**src/design/ple_pkg.sv**
```systemverilog
// ----------------------------------------------------------------------------
// Positional list engine package
// Store sizing, command codes and word layouts shared by the design files.
// ----------------------------------------------------------------------------
package ple_pkg;

    // store depth and derived widths
    localparam int CAPACITY = 64;
    localparam int IDX_W    = (CAPACITY > 1) ? $clog2(CAPACITY) : 1;
    localparam int CNT_W    = $clog2(CAPACITY + 1);
    localparam int CMP_W    = ((CNT_W > 7) ? CNT_W : 7) + 1;

    // field widths
    localparam int CMD_W   = 2;
    localparam int POS_W   = 7;
    localparam int DATA_W  = 32;
    localparam int COUNT_W = 7;

    // stream word widths (padded to whole bytes)
    localparam int IN_BITS  = CMD_W + POS_W + DATA_W;
    localparam int IN_W     = ((IN_BITS + 7) / 8) * 8;
    localparam int OUT_BITS = 1 + DATA_W + COUNT_W;
    localparam int OUT_W    = ((OUT_BITS + 7) / 8) * 8;

    // command codes
    localparam logic [CMD_W-1:0] CMD_INSERT = 2'd0;
    localparam logic [CMD_W-1:0] CMD_GET    = 2'd1;
    localparam logic [CMD_W-1:0] CMD_UPDATE = 2'd2;
    localparam logic [CMD_W-1:0] CMD_REMOVE = 2'd3;

    typedef logic [IDX_W-1:0] t_idx;
    typedef logic [CNT_W-1:0] t_cnt;

endpackage

```
**src/design/positional_list_engine_top.sv**
```systemverilog
// ----------------------------------------------------------------------------
// Positional list engine
// Ordered list of signed 32-bit values with positional insert/get/update/remove.
// ----------------------------------------------------------------------------
// One command word in, one result word out. The list lives in a single-port-
// write, registered-read RAM of CAPACITY words; a small sequencer drives one
// +/-1 address unit over it. Update, a refused command and removing the last
// entry go from the execute state straight to the result state; get and an
// insert at the end first pass a further state (read capture or new write).
// Otherwise insert and remove move each later entry with a read then a write,
// and insert then writes the new entry. The input is ready only while the
// sequencer is idle, so the next command can be taken in the cycle after the
// result is loaded. A finished result waits in the output register and does
// not hold off the next command; only a second finished result keeps the
// sequencer in its last state until the first is taken.
// No clearing pass after reset: entries are reachable only once written.
// ----------------------------------------------------------------------------
module positional_list_engine_top (
    input  logic                    i_clk,
    input  logic                    i_rst_n,
    // slave word: cmd[1:0], position[8:2], data_in[40:9], zero pad above
    input  logic                    s_axis_tvalid,
    output logic                    s_axis_tready,
    input  logic [ple_pkg::IN_W-1:0]  s_axis_tdata,
    // master word: ok[0], read_data[32:1], count[39:33]
    output logic                    m_axis_tvalid,
    input  logic                    m_axis_tready,
    output logic [ple_pkg::OUT_W-1:0] m_axis_tdata
);
    import ple_pkg::*;

    // sequencer states
    localparam logic [2:0] S_IDLE  = 3'd0;
    localparam logic [2:0] S_EXEC  = 3'd1;
    localparam logic [2:0] S_SH_RD = 3'd2;
    localparam logic [2:0] S_SH_WR = 3'd3;
    localparam logic [2:0] S_GET   = 3'd4;
    localparam logic [2:0] S_NEW   = 3'd5;
    localparam logic [2:0] S_DONE  = 3'd6;

    logic [2:0]          r_state, n_state;
    t_cnt                r_count, n_count;
    logic [CMD_W-1:0]    r_cmd;
    t_idx                r_idx;
    logic [DATA_W-1:0]   r_data;
    logic                r_ok;
    logic [DATA_W-1:0]   r_rd, n_rd;
    t_idx                r_addr, n_addr;
    logic                r_out_valid;
    logic [OUT_W-1:0]    r_out_data;

    // memory
    logic [DATA_W-1:0]   r_mem [CAPACITY];
    logic [DATA_W-1:0]   r_mem_q;
    logic                w_we;
    t_idx                w_waddr;
    t_idx                w_raddr;
    logic [DATA_W-1:0]   w_wdata;

    // input field split
    logic [CMD_W-1:0]    w_cmd;
    logic [POS_W-1:0]    w_pos;
    logic [DATA_W-1:0]   w_din;
    logic                w_accept;
    logic                w_ok;
    logic [CMP_W-1:0]    w_pos_c;
    logic [CMP_W-1:0]    w_cnt_c;

    // shared +/-1 address unit
    logic                w_up;
    t_idx                w_step;
    logic                w_load;

    assign w_cmd = s_axis_tdata[CMD_W-1:0];
    assign w_pos = s_axis_tdata[CMD_W+POS_W-1:CMD_W];
    assign w_din = s_axis_tdata[IN_BITS-1:CMD_W+POS_W];

    assign s_axis_tready = (r_state == S_IDLE);
    assign w_accept      = s_axis_tvalid && s_axis_tready;

    // range check against the current count
    assign w_pos_c = CMP_W'(w_pos);
    assign w_cnt_c = CMP_W'(r_count);
    always_comb begin
        if (w_cmd == CMD_INSERT) begin
            w_ok = (r_count != CNT_W'(CAPACITY)) && (w_pos != '0)
                && (w_pos_c <= w_cnt_c + CMP_W'(1));
        end else begin
            w_ok = (w_pos != '0) && (w_pos_c <= w_cnt_c);
        end
    end

    // insert walks down from the top, remove walks up
    assign w_up   = (r_cmd == CMD_REMOVE);
    assign w_step = w_up ? (r_addr + t_idx'(1)) : (r_addr - t_idx'(1));

    // result load once the output register is free
    assign w_load = (r_state == S_DONE) && (!r_out_valid || m_axis_tready);

    // sequencer
    always_comb begin
        n_state = r_state;
        n_count = r_count;
        n_addr  = r_addr;
        n_rd    = r_rd;
        w_we    = 1'b0;
        w_waddr = r_idx;
        w_wdata = r_data;
        w_raddr = r_addr;
        unique case (r_state)
            S_IDLE: begin
                if (w_accept) begin
                    n_state = S_EXEC;
                    n_rd    = '0;
                end
            end
            S_EXEC: begin
                w_raddr = r_idx;
                if (!r_ok) begin
                    n_state = S_DONE;
                end else begin
                    unique case (r_cmd)
                        CMD_INSERT: begin
                            if (CNT_W'(r_idx) == r_count) begin
                                n_state = S_NEW;
                            end else begin
                                n_addr  = t_idx'(r_count - CNT_W'(1));
                                n_state = S_SH_RD;
                            end
                        end
                        CMD_GET: begin
                            n_state = S_GET;
                        end
                        CMD_UPDATE: begin
                            w_we    = 1'b1;
                            n_state = S_DONE;
                        end
                        CMD_REMOVE: begin
                            if ((CNT_W'(r_idx) + CNT_W'(1)) == r_count) begin
                                n_count = r_count - CNT_W'(1);
                                n_state = S_DONE;
                            end else begin
                                n_addr  = r_idx + t_idx'(1);
                                n_state = S_SH_RD;
                            end
                        end
                        default: n_state = S_DONE;
                    endcase
                end
            end
            S_SH_RD: begin
                n_state = S_SH_WR;
            end
            S_SH_WR: begin
                // move the word just read one place along
                w_we    = 1'b1;
                w_waddr = w_up ? (r_addr - t_idx'(1)) : (r_addr + t_idx'(1));
                w_wdata = r_mem_q;
                if (w_up) begin
                    if (r_addr == t_idx'(r_count - CNT_W'(1))) begin
                        n_count = r_count - CNT_W'(1);
                        n_state = S_DONE;
                    end else begin
                        n_addr  = w_step;
                        n_state = S_SH_RD;
                    end
                end else begin
                    if (r_addr == r_idx) begin
                        n_state = S_NEW;
                    end else begin
                        n_addr  = w_step;
                        n_state = S_SH_RD;
                    end
                end
            end
            S_GET: begin
                n_rd    = r_mem_q;
                n_state = S_DONE;
            end
            S_NEW: begin
                w_we    = 1'b1;
                n_count = r_count + CNT_W'(1);
                n_state = S_DONE;
            end
            S_DONE: begin
                if (w_load) begin
                    n_state = S_IDLE;
                end
            end
            default: n_state = S_IDLE;
        endcase
    end

    // control registers
    always_ff @(posedge i_clk) begin
        if (!i_rst_n) begin
            r_state     <= S_IDLE;
            r_count     <= '0;
            r_out_valid <= 1'b0;
        end else begin
            r_state <= n_state;
            r_count <= n_count;
            if (w_load) begin
                r_out_valid <= 1'b1;
            end else if (m_axis_tready) begin
                r_out_valid <= 1'b0;
            end
        end
    end

    // payload registers
    always_ff @(posedge i_clk) begin
        if (w_accept) begin
            r_cmd  <= w_cmd;
            r_idx  <= t_idx'(POS_W'(w_pos - POS_W'(1)));
            r_data <= w_din;
            r_ok   <= w_ok;
        end
        r_addr <= n_addr;
        r_rd   <= n_rd;
        if (w_load) begin
            r_out_data <= OUT_W'({COUNT_W'(r_count), r_rd, r_ok});
        end
    end

    // list store: one write, one registered read per cycle
    always_ff @(posedge i_clk) begin
        if (w_we) begin
            r_mem[w_waddr] <= w_wdata;
        end
        r_mem_q <= r_mem[w_raddr];
    end

    assign m_axis_tvalid = r_out_valid;
    assign m_axis_tdata  = r_out_data;

endmodule

```
**config.mk**
```make
export PLATFORM = sky130hd
export DESIGN_NAME = positional_list_engine_top
export DESIGN_NICKNAME = d
export VERILOG_FILES = /design/src/design/ple_pkg.sv /design/src/design/positional_list_engine_top.sv
export SDC_FILE = /design/constraint.sdc
export NUM_CORES = 2
export LEC_CHECK = 0
export ABC_AREA = 0
export CAP_MARGIN = 0
export CELL_PAD_IN_SITES_DETAIL_PLACEMENT = 0
export CELL_PAD_IN_SITES_GLOBAL_PLACEMENT = 1
export CORE_ASPECT_RATIO = 0.5
export CORE_MARGIN = 5
export CORE_UTILIZATION = 60
export DETAILED_ROUTE_END_ITERATION = 8
export DONT_BUFFER_PORTS = 1
export PLACE_DENSITY_LB_ADDON = 0.1
export SYNTH_ARGS = -nofsm -noshare
export SYNTH_HDL_FRONTEND = slang
export SYNTH_SLANG_ARGS = --single-unit
export TNS_END_PERCENT = 50
```
**constraint.sdc**
```tcl
create_clock -name i_clk -period 12.64 [get_ports i_clk]
set_input_delay 2.528 -clock i_clk [delete_from_list [all_inputs] [get_ports i_clk]]
set_output_delay 2.528 -clock i_clk [all_outputs]
set_load 0.01 [all_outputs]
```
==> metrics.log <==
INFO  metric drt_iter0_drc = 6084
INFO  metric cts-resized-gates = 0
INFO  metric grt_pass1_vias = 43505
INFO  metric final-hold-violation-count = 0
INFO  metric synth_area_per_cell = 18.3 sq um
INFO  metric outcome = completed
INFO  metric die_w = 543 um
INFO  metric core-area = 0.141 sq mm
INFO  metric layout_min_cycle_time = 6.22 ns
INFO  metric clkTransAtPathRegs = ~0.07 ns
INFO  metric place_worst_setup_slack = between 6 and 7 ns
INFO  metric p_per_area = 191 mW/mm^2
INFO  metric detailroute.wirelength.met3 = approximately 27000 um
INFO  metric setup.worst_path.class = reg -> reg
INFO  metric clk_latency = roughly 0.8 ns
INFO  metric critPathRequiredTime = 13.27 ns
INFO  metric start_kind = flop
INFO  metric leakage = approximately 32 nW
INFO  metric end_kind = flop
INFO  metric finalWorstSetupSlack = 6.42 ns
INFO  metric ys_dominant_reg_cell = edfxtp_1
INFO  metric m1WireLength = 93500 um
INFO  metric timing_max_transition_violations_final = 0
INFO  metric met2RoutedLength = 99500 um
INFO  metric syn_nets = 4729
INFO  metric worstHoldPathType = reg -> reg
INFO  metric tritoncts = built
INFO  metric overall_global_routing_usage = 29.9%
INFO  metric dr.max_layer_used = met5
INFO  metric detailed_route_wl = roughly 230000 um
INFO  metric post_drt_wl_per_cell = 33.7 um
INFO  metric antenna_left = 0
INFO  metric clock_skew = 0.0351 ns
INFO  metric post-cts-setup-buffers = 0
INFO  metric antenna_found_initial = 13
INFO  metric overflow = 0
INFO  metric global_route_wire_length_before_repair = 318000 um
INFO  metric synthToLayoutAreaGrowth = 10.3%
INFO  metric start_util = between 60% and 70%
INFO  metric timing.final.crit_share = 49.2%
INFO  metric place.detailed.hpwl = about 120000 um
INFO  metric cts-root-buf = clkbuf_16
INFO  metric floorplan.io_pins = 94
INFO  metric netlist_top_cells_area = edfxtp_1, mux2i_1, o22ai_1
INFO  metric grt_start_max_net_pins = 137
INFO  metric achievable-frequency = 0.161 GHz
INFO  metric clock_sinks = 2210
INFO  metric post-route-drc-count = 0
INFO  metric cts_htree_levels = 4
INFO  metric timing.slew.headroom = 7.55%
INFO  metric timing.setup.tns = 0 ns
INFO  metric sequential_cell_area_fraction_in_the_yosys_report = around 77%
INFO  metric synth.top_cell.area_share = 76.3%
INFO  metric layout-drive-gt1-share = 10.8%
INFO  metric cts_buffers = about 180
INFO  metric finalWeightedCongestion = 0.837
INFO  metric ir_worst_vdd = 0.152 mV
INFO  metric firstDrtPassIters = 6
INFO  metric critical_path_peak_fanout = between 100 and 150
INFO  metric ctsHoldBuffers = 0
INFO  metric dieArea = 0.150 sq mm
INFO  metric worst_slew_pin_slew = about 1.4 ns
INFO  metric core.rowCount = 97
INFO  metric post_synth_num_cell_types = 67
INFO  metric critPathArrivalTime = 6.84 ns
INFO  metric syn_inst_count = 4656
INFO  metric number_of_enable_flip_flop_cells_after_synthesis = 2167
INFO  metric avgViaCountPerCell = 6.74
INFO  metric cap_viol_max_count = 0
INFO  metric die_h = 277 um
INFO  metric cts_buffer_depth = 3
INFO  metric nFillCells = 9121
INFO  metric nNetsFinal = roughly 4800
INFO  metric rsz0062_at_grt = no
INFO  metric portBuffers = 0
INFO  metric vias = 45394
INFO  metric async_reset_ff_share = 0%
INFO  metric flip_flop_and_latch_count_after_synthesis = 2210
INFO  metric post_synth_instance_area = 0.0852 sq mm
INFO  metric synth.largest_area_cell = edfxtp_1
INFO  metric synth_warnings = 0
INFO  metric setup_viol = 0
-- state kept, by name, summed over array words and instances (netlist names) --
signal         cells
r_addr             6
r_idx              6
r_ok               1
r_count            7
r_rd              32
r_mem_q           32
r_cmd              2
r_state            3
r_mem           2048
m_axis_tvalid      1
m_axis_tdata      40
r_data            32
-- critical path, cell delays in order (launching register included) --
cell and delay [ns]:
dfxtp_1 0.89, nor3b_4 0.30, buf_4 0.33, mux2i_4 0.33, buf_12 0.60, buf_12 0.61
buf_4 0.72, mux2i_1 0.29, o22a_1 0.17, o221ai_1 0.11, o31ai_1 0.98, o2111ai_1 0.23
-- Yosys cell counts, types with 9 or more instances --
cell / count
o31ai_1: 32
o22a_1: 32
nand2_1: 58
xnor2_1: 28
o21ai_0: 16
dfxtp_1: 43
mux2_2: 37
buf_1: 16
and3_1: 37
o22ai_1: 450
o21a_1: 12
nand3_1: 17
nor4_1: 37
buf_2: 125
nor3_1: 16
ha_1: 21
inv_1: 18
nor2_1: 82
xor2_1: 18
o2111ai_1: 33
o41ai_1: 67
mux2i_1: 1038
edfxtp_1: 2167
o221ai_1: 32
a21oi_1: 9
clkbuf_1: 126
-- layout by cell type (no fill, tap or decap), types with 33 or more instances in the layout --
cell | netlist | routed
and3_1 | 37 | 37
buf_4 | 4 | 125
clkbuf_1 | 126 | 35
clkbuf_16 | 0 | 185
clkinv_1 | 0 | 49
dfxtp_1 | 43 | 43
edfxtp_1 | 2167 | 2167
mux2_2 | 37 | 37
mux2i_1 | 1038 | 1037
nand2_1 | 58 | 49
nor2_4 | 1 | 65
nor4_1 | 37 | 33
o2111ai_1 | 33 | 33
o22ai_1 | 450 | 450
o41ai_1 | 67 | 59
-- metal layers --
layer / up-vias / track usage (%)
li1: 19068 / -
met1: 23417 / 44.9
met2: 2501 / 43.5
met3: 402 / 7.81
met4: 6 / 9.02
met5: - / 0
-- path summary, 6_finish.rpt --
path	to	from	depth (start not counted)	slack, ns
min reg2reg	m_axis_tdata[15]	r_rd[14]	0	0.42
max reg2reg	r_mem_q[3]	r_state[0]	11	6.42
max	r_mem_q[3]	r_state[0]	11	6.42
min	m_axis_tdata[15]	r_rd[14]	0	0.42
-- report_power, final --
part / internal [W] / leakage (nW) / total [W] / switching [W]
clock: 0.00297 / 2.80 / 0.00554 / 0.00258
combinational: 0.00112 / 9.02 / 0.00354 / 0.00241
sequential: 0.00866 / 19.9 / 0.00884 / 0.000180
-- through the flow --
stage / area (sq um) / util, % / hold slack [ns] / total power, W / cells
6_report: 94000 / 66.9 / 0.420 / 0.0179 / 6736
5_1_grt: 94000 / 66.9 / 0.425 / 0.0185 / 6730
4_1_cts: 94000 / 66.9 / 0.420 / 0.0179 / 6729
3_5_place_dp: 88200 / 62.8 / 0.405 / 0.0125 / 6396
3_3_place_gp: 88200 / 62.8 / 0.404 / 0.0124 / 6396
2_1_floorplan: 85200 / - / 0.400 / 0.0111 / 4656
-- logic make-up (layout without fill, tap and decap cells) --
family	Yosys count	in the layout	synth area share, %
flops	2210	2210	77.4
buf+inv	294	486	1.54
mux	1076	1076	12.7
fa+ha+maj	21	21	0.308
simple gates	294	294	1.76
xor+xnor	48	48	0.525
compound gates	713	713	5.81
other cells	0	7	0
-- final cells by class --
class | count | area [sq um] | area share (%)
flip-flops and latches | 2210 | 65900 | 70.2
multi-input cells | 2152 | 18700 | 19.9
clock buffers | 224 | 4820 | 5.12
well taps | 1881 | 2350 | 2.50
repair buffers | 135 | 1140 | 1.21
clock inverters | 109 | 953 | 1.01
inverters | 18 | 67.6 | 0.0719
diodes | 7 | 17.5 | 0.0186
(Power assumes the default switching activity.)
